File: config.mk
export PLATFORM = sky130hd
export DESIGN_NAME = rot_cell
export DESIGN_NICKNAME = d
export VERILOG_FILES = /design/src/rot_pkg.sv /design/src/rot_cell.sv
export SDC_FILE = /design/constraint.sdc
export NUM_CORES = 1
export LEC_CHECK = 0
export ABC_AREA = 1
export BUFFER_PORTS_ARGS = -buffer_cell sky130_fd_sc_hd__buf_4
export CORE_ASPECT_RATIO = 1.25
export CORE_MARGIN = 5
export CORE_UTILIZATION = 48
export DETAILED_ROUTE_END_ITERATION = 16
export GPL_TIMING_DRIVEN = 0
export PLACE_DENSITY_LB_ADDON = 0.3
export SYNTH_ARGS = -nofsm -noshare
export SYNTH_HDL_FRONTEND = slang
export SYNTH_SLANG_ARGS = --single-unit
export TNS_END_PERCENT = 10
File: constraint.sdc
create_clock -name clk -period 2.2 [get_ports clk]
set_input_delay 0.44 -clock clk [delete_from_list [all_inputs] [get_ports clk]]
set_output_delay 0.44 -clock clk [all_outputs]
set_load 0.05 [all_outputs]
File: src/rot_pkg.sv
// Shared types and constants for the range overlap table.
`timescale 1ns / 1ps
package rot_pkg;

	localparam int START_W = 48;
	localparam int END_W   = START_W + 1;
	localparam int HIT_W   = 6;

	localparam logic OP_CHECK = 1'b0;
	localparam logic OP_CLEAR = 1'b1;

	localparam logic [1:0] STATUS_CLEAN     = 2'd0;
	localparam logic [1:0] STATUS_INTERSECT = 2'd1;
	localparam logic [1:0] STATUS_FULL      = 2'd2;

	// search token handed from cell to cell
	typedef struct packed {
		logic valid;
		logic found;
	} rot_tok_t;

endpackage

File: src/rot_cell.sv
// One table cell: holds a stored range and passes the search token and entries on.
`timescale 1ns / 1ps
module rot_cell #(
	parameter int CNT_W    = 7,
	parameter int IDX_W    = 6,
	parameter int CELL_IDX = 0
) (
	input  logic                       clk,
	input  logic                       arst_n,
	input  logic                       shift,
	input  logic [rot_pkg::START_W-1:0] up_start,
	input  logic [rot_pkg::END_W-1:0]   up_end,
	input  logic [rot_pkg::START_W-1:0] query_start,
	input  logic [rot_pkg::END_W-1:0]   query_end,
	input  logic [CNT_W-1:0]            count,
	input  rot_pkg::rot_tok_t           tok_in,
	input  logic [IDX_W-1:0]            pos_in,
	output logic [rot_pkg::START_W-1:0] cell_start,
	output logic [rot_pkg::END_W-1:0]   cell_end,
	output rot_pkg::rot_tok_t           tok_out,
	output logic [IDX_W-1:0]            pos_out
);
	import rot_pkg::*;

	logic [START_W-1:0] start_q;
	logic [END_W-1:0]   end_q;
	rot_tok_t           tok_q;
	logic [IDX_W-1:0]   pos_q;
	logic               occupied;
	logic               meet;

	assign occupied = CNT_W'(CELL_IDX) < count;

	// equal starts always meet; otherwise the earlier range must reach past the later start
	always_comb begin
		priority if (query_start > start_q) begin
			meet = end_q > {1'b0, query_start};
		end else if (query_start < start_q) begin
			meet = query_end > {1'b0, start_q};
		end else begin
			meet = 1'b1;
		end
	end

	always_ff @(posedge clk) begin
		if (shift) begin
			start_q <= up_start;
			end_q   <= up_end;
		end
	end

	always_ff @(posedge clk or negedge arst_n) begin
		if (!arst_n) begin
			tok_q <= '0;
		end else begin
			tok_q.valid <= tok_in.valid;
			tok_q.found <= tok_in.valid & (tok_in.found | (occupied & meet));
		end
	end

	always_ff @(posedge clk) begin
		pos_q <= tok_in.found ? pos_in : IDX_W'(CELL_IDX);
	end

	assign cell_start = start_q;
	assign cell_end   = end_q;
	assign tok_out    = tok_q;
	assign pos_out    = pos_q;

endmodule

==> results of run 1 <==
placed cells by master (no fill, tap or decap), types with 3 or more instances in the layout:
cell,synthesis,routed
clkinvlp_4,0,3
a21oi_1,52,51
a21o_1,5,5
nor3_1,8,4
ha_1,144,144
o21a_1,5,5
nand3_2,4,4
inv_2,6,6
nor2_1,51,47
nand4_1,12,12
nand2_1,171,171
dfxtp_1,6,6
o21ai_1,3,3
edfxtp_1,97,97
clkbuf_16,0,9
nand3_1,12,12
o21ai_0,8,8
nor2_2,2,6
nor3_2,0,4
buf_4,0,316
inv_1,148,148
state kept, by name, summed over array words and instances (netlist names):
signal,flops
cell_end,49
cell_start,48
pos_out,6
tok_out,2
cells by family after synthesis:
group | Yosys count
adder cells (fa/ha/maj) | 144
AO/OA/AOI/OAI | 77
buffers and inverters | 155
AND/OR/NAND/NOR | 269
flip-flops | 105
report_power, final:
part / switching [uW] / leakage, uW / internal, uW
clock: 739 / 0.000122 / 775
combinational: 1190 / 0.00421 / 753
sequential: 99.7 / 0.00102 / 2360
total: 2030 / 0.00535 / 3890
final timing paths:
check,endpoint,slack [ns],cells past startpoint
max,tok_out[0],0.22,12
min,tok_out[1],0.20,1
max reg2reg,tok_out[0],0.22,12
min reg2reg,tok_out[0],1.03,8
max in group asynchronous,tok_out[1],1.70,2
min in group asynchronous,tok_out[0],0.42,2
per-stage QoR:
| stage | hold WS (ns) | setup slack (ns) | util |
|---|---|---|---|
| 6_report | 0.201 | 0.220 | 0.690 |
| 5_1_grt | 0.195 | -0.00514 | 0.690 |
| 4_1_cts | 0.186 | 0.132 | 0.688 |
| 3_5_place_dp | 0.224 | -0.0146 | 0.668 |
| 3_3_place_gp | 0.223 | 0.00978 | 0.668 |
| 2_1_floorplan | 0.144 | 0.147 | - |
layout make-up:
class	instances	share of cell area
Clock inverter	5	0.00403
Timing Repair Buffer	317	0.240
Inverter	155	0.0585
Clock buffer	11	0.0234
Sequential cell	105	0.310
Tap cell	178	0.0224
Multi-Input combinational cell	490	0.342
what timing repair did:
item	CTS	global route
endpoints found under the setup margin	0	1
resized for setup	0	9
hold buffers	1	0
endpoints found under the hold margin	2	0
worst max-delay path: stages (launching register included):
cell and delay [ns]:
edfxtp_1 0.41, inv_1 0.09, ha_1 0.30, nand2_1 0.08, nor2_2 0.12, nand4_1 0.15, nor2_1 0.12, nand2_1 0.10
nor3b_1 0.19, nor2_1 0.07, nand2_1 0.07, nand3_2 0.07, a21oi_2 0.13
layer usage:
layer | vias up | routed length [microns] | global-route usage
met2 | 252 | 10900 | 0.448
met5 | - | 0 | 0
met1 | 2783 | 7050 | 0.230
met4 | 0 | 522 | 0.0849
li1 | 3143 | - | -
met3 | 29 | 1780 | 0.0673
==> flow_summary.toml, run 1 <==
[timing]
max_freq_ghz = 0.505
clock_skew_ns = 0.00571
finalMaxSlewViolations = 0
relSlewSlack = 0.173
fin_crit_ns = 1.98
fin_crit_sh = 0.900
tns_ns = 0
worst_slew_pin_slew_ns = 1.24
setup_viol = 0
finalHoldViolCount = 0

[clock_tree]
clkLatencyLatePin_ns = 0.35
postCtsSetupBuffers = 0
clkTransAtPathRegs_ns = 0.07
htree_levels = 3
numCtsBuffers = 9
ctsRootBufferMaster = "clkbuf_16"
cts_tree = "done"
cts.sinks = 105
clk_path_buf_depth = 2

[detailed_routing]
postRouteAntennaNets = 0
drtIter0Drc = 297
drtPass1Iterations = 5
vias_per_cell = 4.92
detail_route.wl_per_cell_microns = 16.1
vias = 6207
routed_wirelength_mm = 20.3
drc = 0

[global_route]
grt_use_total = 0.232
grt_max_degree = 98
antenna_found_initial = 0
grt_pass1_wl_mm = 31.4
gr-total-overflow = 0
grt_pass1_vias = 6444

[yosys]
yosysTopAreaCellShare = 0.414
yosys-top-cells-area = "edfxtp_1 (41%), ha_1 (26%), nand2_1 (9.1%)"
synth_top_family_by_area = "adder cells"
synth_edf_count = 97
async_reset_ff_frac = 0.0190
synth_top_area_cell = "edfxtp_1"
yosys.area_share.xor_xnor = 0
synthMuxAreaShare = 0
synthTopCellsByCount = "nand2_1 (171), inv_1 (148), ha_1 (144), edfxtp_1 (97), a21oi_1 (52)"
synthFlopType = "edfxtp_1"
synth_cells = 750
synth.yosys.seq_area_share = 0.439
synth.most_common_cell = "nand2_1"
synthAdderAreaFrac = 0.256
yosys_warnings = 0
synth_cell_types = 28
synth_nets = 1106
yosys.area_share.simple = 0.162
synth_area_per_cell_sq_um = 9.37
synth_compound_area_frac = 0.0600
synth_seq_cells = 105
syn_area_sq_um = 7030

[cells_and_area]
drive_gt1_frac = 0.331
n_antenna_cell = 0
area_growth_pct = 41.4
final_cell_area_sq_um = 9940
finalNonFillerCells = 1261
nets = 1434
multi_input_area_sq_um = 3400
seq_area_sq_um = 3080
fill_cells = 1172

[worst_setup_path]
reg2reg_from = "cell_start[23]"
end_kind = "flop"
crit_start = "cell_start[23]"
cp_max_fo = 2
critPathKind = "reg -> reg"
worstPathRequired_ns = 2.48
crit_arrival_ns = 2.26
cp-start-kind = "flop"

[floorplanning]
core_sq_um = 14400
ios = 317
rows = 49
die_w_microns = 118
die_y_microns = 145
start_util = 0.488
dieArea_sq_um = 17200

[place]
gp_congestion = 0.891
place_area_sq_um = 9620
dp.cells = 1244
io_buffer_count = 316
detailed_place_hpwl_mm = 17.5

[status]
status = "finished, final reports clean"

[min_path]
worstHoldPathType = "in -> reg"
min_from = "tok_in[1]"

[pwr]
power_uw = 5920
peakVddDrop_mv = 0.470
power_density_nw_per_um2 = 595
p_leak_uw = 0.00535

[job]
cap_violations = 0
No activity file was read; power rests on OpenSTA's default activity.
==> inputs of run 2 (changes only) <==
Settings changed: CTS_BUF_LIST set to sky130_fd_sc_hd__clkbuf_16, PLACE_DENSITY set to 0.85, PLACE_DENSITY_LB_ADDON 0.3 to unset, SLEW_MARGIN set to 20.
==> run 2 against run 1 <==
  * Register-to-register slack hardly changed
  * Sequential share of layout area is 0.42 points lower
  * Setup slack worse by 0.00093 ns
  * Cell count is 0.48% higher
  * Core utilization is 0.96 points higher
  * Critical path type unchanged
==> flow_summary.toml, run 2 (synthesized netlist as in run 1, its figures left out) <==
[worst_setup_path]
crit_arrival_ns = 2.27
cp_common_cell = "nand2_1"
worstPathRequired_ns = 2.49
crit_chain = "ha_1 -> nand2_1 -> inv_2 -> nand3_1 -> nor3_1 -> nand2_1 -> nor2_2 -> nand2_1 -> nand3_1 -> nand2_1 -> nand2_1 -> nand3_2 -> a21oi_2"
cp_max_fo = 2
cp-start-kind = "flop"
critPathKind = "reg -> reg"
critical_path.max_stage_delay_ns = 0.39
cpMaxStageDelayCell = "edfxtp_1"
end_kind = "flop"

[timing]
finalMaxSlewViolations = 0
setup_viol = 0
whs_ns = 0.200
clock_skew_ns = 0.00584
finalHoldViolCount = 0
fin_crit_ns = 1.98
worst_slew_pin_slew_ns = 0.670
max_freq_ghz = 0.505
fin_crit_sh = 0.901
relSlewSlack = 0.554

[cells_and_area]
fin_util = 0.700
finalNonFillerCells = 1267
drive_gt1_frac = 0.336
area_growth_pct = 43.4
largest_reg_flops = 49
final_cell_area_sq_um = 10100
final_cell_mix = "buf_4 (321), nand2_1 (170), inv_1 (148), ha_1 (144), edfxtp_1 (97)"
n_antenna_cell = 0
mostFrequentLayoutCell = "buf_4"
nets = 1440
fill_cells = 1089

[detailed_routing]
postRouteAntennaNets = 0
drtIter0Drc = 245
routed_wirelength_mm = 20.9
vias_per_cell = 4.98
drtPass1Iterations = 4
vias = 6310
drc = 0
detail_route.wl_per_cell_microns = 16.5

[clock_tree]
ctsRootBufferMaster = "clkbuf_16"
clkLatencyLatePin_ns = 0.36
clkTransAtPathRegs_ns = 0.08
cts_tree = "done"
numCtsBuffers = 9
clk_path_buf_depth = 2
htree_levels = 3
cts.sinks = 105

[global_route]
antenna_found_initial = 0
gr-total-overflow = 0
grt_pass1_wl_mm = 32.5
grt_max_degree = 51
grt_pass1_vias = 6636
grt_use_total = 0.240

[floorplanning]
start_util = 0.488
die_w_microns = 118
core_sq_um = 14400
die_y_microns = 145
ios = 317
rows = 49
dieArea_sq_um = 17200

[pwr]
peakVddDrop_mv = 0.520
p_leak_uw = 0.00544
power_density_nw_per_um2 = 620

[place]
gp_congestion = 0.878
io_buffer_count = 316
dp.cells = 1245
place_area_sq_um = 9650
detailed_place_hpwl_mm = 18.3

[job]
cap_violations = 0

[status]
status = "finished, final reports clean"

[min_path]
worstHoldPathType = "in -> reg"
-- run 2: final timing paths --
kind | from | endpoint | slack [ns] | cells after the start
setup reg to reg | cell_end[20] | tok_out[0] | 0.22 | 13
hold reg to reg | cell_end[48] | tok_out[0] | 0.99 | 8
setup / recovery | cell_end[20] | tok_out[0] | 0.22 | 13
min in group asynchronous | arst_n | tok_out[1] | 0.42 | 2
max in group asynchronous | arst_n | tok_out[0] | 1.69 | 2
hold / removal | tok_in[1] | tok_out[1] | 0.20 | 1
-- run 2: worst max-delay path, delay by kind of cell, from the launching register on --
family	cells	cell delay (ns)
flip-flops	1	0.39
buffers and inverters	1	0.05
adder cells (fa/ha/maj)	1	0.30
AND/OR/NAND/NOR	10	1.02
AO/OA/AOI/OAI	1	0.12
-- run 2: report_power, final --
part           total [uW]  leakage (uW)  switching [uW]  internal (uW)
sequential           2450       0.00102            93.1           2360
clock                1820      0.000164             794           1020
combinational        1980       0.00426            1220            767
total                6250       0.00544            2100           4150
-- run 2: per-layer routing --
metal,GRT usage,wire [microns],up-vias
met2,0.447,11000,266
li1,-,-,3154
met4,0.120,975,0
met3,0.0728,1820,52
met5,0,0,-
met1,0.236,7100,2838
-- run 2: layout make-up --
class	instances	area [sq um]	share of cell area
flip-flops and latches	105	3080	0.306
multi-input cells	490	3410	0.338
clock buffers	9	225	0.0223
repair buffers	323	2450	0.243
inverters	155	582	0.0577
clock inverters	7	109	0.0108
well taps	178	223	0.0221
-- run 2: what timing repair did --
action / CTS / global route
hold endpoints to repair: 2 / 0
endpoints found under the setup margin: 0 / 1
buffers inserted: 0 / 5
hold buffers: 1 / 0
gates resized for setup: 0 / 11
-- run 2: per-stage QoR --
step / setup TNS, ns / setup slack, ns / power, uW
floorplan: 0 / 0.147 / 3650
global placement: -0.0513 / -0.0513 / 4400
detailed placement: -0.0674 / -0.0674 / 4470
CTS: 0 / 0.0151 / 6290
global route: -0.0433 / -0.0433 / 6590
finish: 0 / 0.219 / 6250
==> inputs of run 3 (changes only) <==
--- a/config.mk
+++ b/config.mk
@@ -15,4 +15,5 @@
 export GPL_TIMING_DRIVEN = 0
 export PLACE_DENSITY = 0.85
+export RECOVER_POWER = 25
 export SLEW_MARGIN = 20
 export SYNTH_ARGS = -nofsm -noshare
==> constraint.sdc (replaced) <==
create_clock -name clk -period 2.2 [get_ports clk]
set_input_delay 0.11 -clock clk [delete_from_list [all_inputs] [get_ports clk]]
set_output_delay 0.11 -clock clk [all_outputs]
set_load 0.05 [all_outputs]
==> run 3 against run 2 <==
  * Core utilization up 8.1 points
  * Die area unchanged
  * Fmax down 6.5%
  * Setup slack worse by 0.14 ns
  * Combinational power up 14%
  * Count of clock-buffer cells in the layout unchanged
  * Sequential share of layout area down 3.2 points
  * Cell count up 8.8%
  * Non-clock buffer count up 110
  * Largest cell class is now buffers
  * Largest power group unchanged
==> flow_summary.toml, run 3 (synthesized netlist as in run 1, its figures left out) <==
[timing]
clock_skew_ns = 0.0132
setup_viol = 0
whs_ns = 0.0504
fin_crit_sh = 0.963
layout_setup_ws_ns = 0.0816
max_freq_ghz = 0.472
relSlewSlack = 0.108
finalMaxSlewViolations = 0
finalHoldViolCount = 0
fin_crit_ns = 2.12
worst_slew_pin_slew_ns = 1.34

[floorplanning]
ios = 317
start_util = 0.488
rows = 49
die_y_microns = 145
die_w_microns = 118
dieArea_sq_um = 17200
core_sq_um = 14400

[detailed_routing]
vias_per_cell = 5.16
postRouteAntennaNets = 0
routed_wirelength_mm = 27.0
detail_route.wl_per_cell_microns = 19.6
drtIter0Drc = 347
drc = 0
vias = 7115
drtPass1Iterations = 5

[place]
gp_congestion = 0.878
io_buffer_count = 316
dp_slack_ns = 0.0386
place_area_sq_um = 9650
dp.cells = 1245
detailed_place_hpwl_mm = 18.3

[worst_setup_path]
cpMaxStageDelayCell = "edfxtp_1"
critical_path.max_stage_delay_ns = 0.40
reg2reg_from = "cell_start[38]"
crit_chain = "inv_1 -> ha_1 -> nand2_2 -> nor2_4 -> nand4_1 -> nor2_2 -> nand2_2 -> a21oi_2 -> nor2_1 -> nor2_1 -> nand2_1 -> nand3_2 -> a21oi_2"
cp_max_fo = 2
critPathBufInv = 1
critPathKind = "reg -> reg"
worstPathRequired_ns = 2.44
end_kind = "flop"
worstRegToRegCells = 13
crit_cells = 13
cp_top_family = "simple AND/OR/NAND/NOR gates"
timing.rr.end = "tok_out[0]"
crit_arrival_ns = 2.36
cp-start-kind = "flop"
r2r_slack_ns = 0.08

[cells_and_area]
area_growth_pct = 60.0
largest_reg_flops = 49
finalNonFillerCells = 1379
drive_gt1_frac = 0.315
final_cell_mix = "buf_4 (249), nand2_1 (169), inv_1 (142), ha_1 (140), dlygate4sd3_1 (111)"
nets = 1550
final_cell_area_sq_um = 11200
fin_util = 0.780
mostFrequentLayoutCell = "buf_4"

[clock_tree]
clkLatencyLatePin_ns = 0.36
clkTransAtPathRegs_ns = 0.08
clk_path_buf_depth = 2
htree_levels = 3
numCtsBuffers = 9
cts_tree = "done"
cts.sinks = 105
ctsRootBufferMaster = "clkbuf_16"

[pwr]
peakVddDrop_mv = 0.425
p_leak_uw = 0.00587
power_density_nw_per_um2 = 586

[min_path]
min_delay_path_depth = 3
min_from = "tok_in[0]"
worstHoldPathType = "in -> reg"
whs_endpoint = "tok_out[0]"

[global_route]
antenna_found_initial = 2
grt_pass1_wl_mm = 39.8
grt_use_total = 0.292
grt_pass1_vias = 7782
grt_max_degree = 51
gr-total-overflow = 0

[status]
status = "finished, final reports clean"

[job]
cap_violations = 0
run 3: cell count changes in the layout (fill, tap and decap cells not counted), sizes merged:
cell,before,now
diode,0,2
clkbuf,9,81
buf,322,250
dlygate4sd3,1,111
run 3: power by group:
group,switching [uW],leakage (uW),internal (uW)
registers,110,0.00102,2360
clock network,835,0.000164,1020
logic,1350,0.00468,915
run 3: tightest hold or removal path, stage by stage:
cell and delay (ns):
buf_4 0.14, inv_1 0.07, a21oi_2 0.05
run 3: worst max path at each step:
stage	from	endpoint	slack (ns)
3_5_place_dp	cell_start[39]	tok_out[0]	0.04
2_1_floorplan	cell_start[46]	tok_out[0]	0.15
3_3_place_gp	cell_start[39]	tok_out[0]	0.08
6_report	cell_start[38]	tok_out[0]	0.08
4_1_cts	cell_start[39]	tok_out[0]	0.02
5_1_grt	cell_start[36]	tok_out[0]	-0.1
run 3: what timing repair did:
action | 4_1_cts | 5_1_grt
gates resized for setup | 0 | 25
setup endpoints to repair | 0 | 1
hold endpoints to repair | 107 | 0
hold buffers | 111 | 0
buffers inserted | 0 | 5
run 3: layer usage:
layer / GRT usage / up-vias / part of all wire / wire (microns)
met2: 0.559 / 375 / 0.54 / 14500
met1: 0.279 / 3255 / 0.32 / 8750
met4: 0.146 / 0 / 0.055 / 1490
met3: 0.0829 / 103 / 0.083 / 2250
met5: 0 / - / 0 / 0
li1: - / 3382 / - / -
run 3: metrics by stage:
stage	TNS [ns]	power, uW
finish	0	6590
global route	-0.0980	6880
floorplan	0	3650
detailed placement	0	4470
global placement	0	4400
CTS	0	6450
run 3: final cells by class:
class / instances / area, sq um
tap: 178 / 223
sequential: 105 / 3080
clock buffer: 9 / 225
multi-input combinational: 490 / 3470
inverter: 155 / 582
antenna: 2 / 5.00
fill: 853 / 3160
timing repair buffer: 433 / 3540
clock inverter: 7 / 109
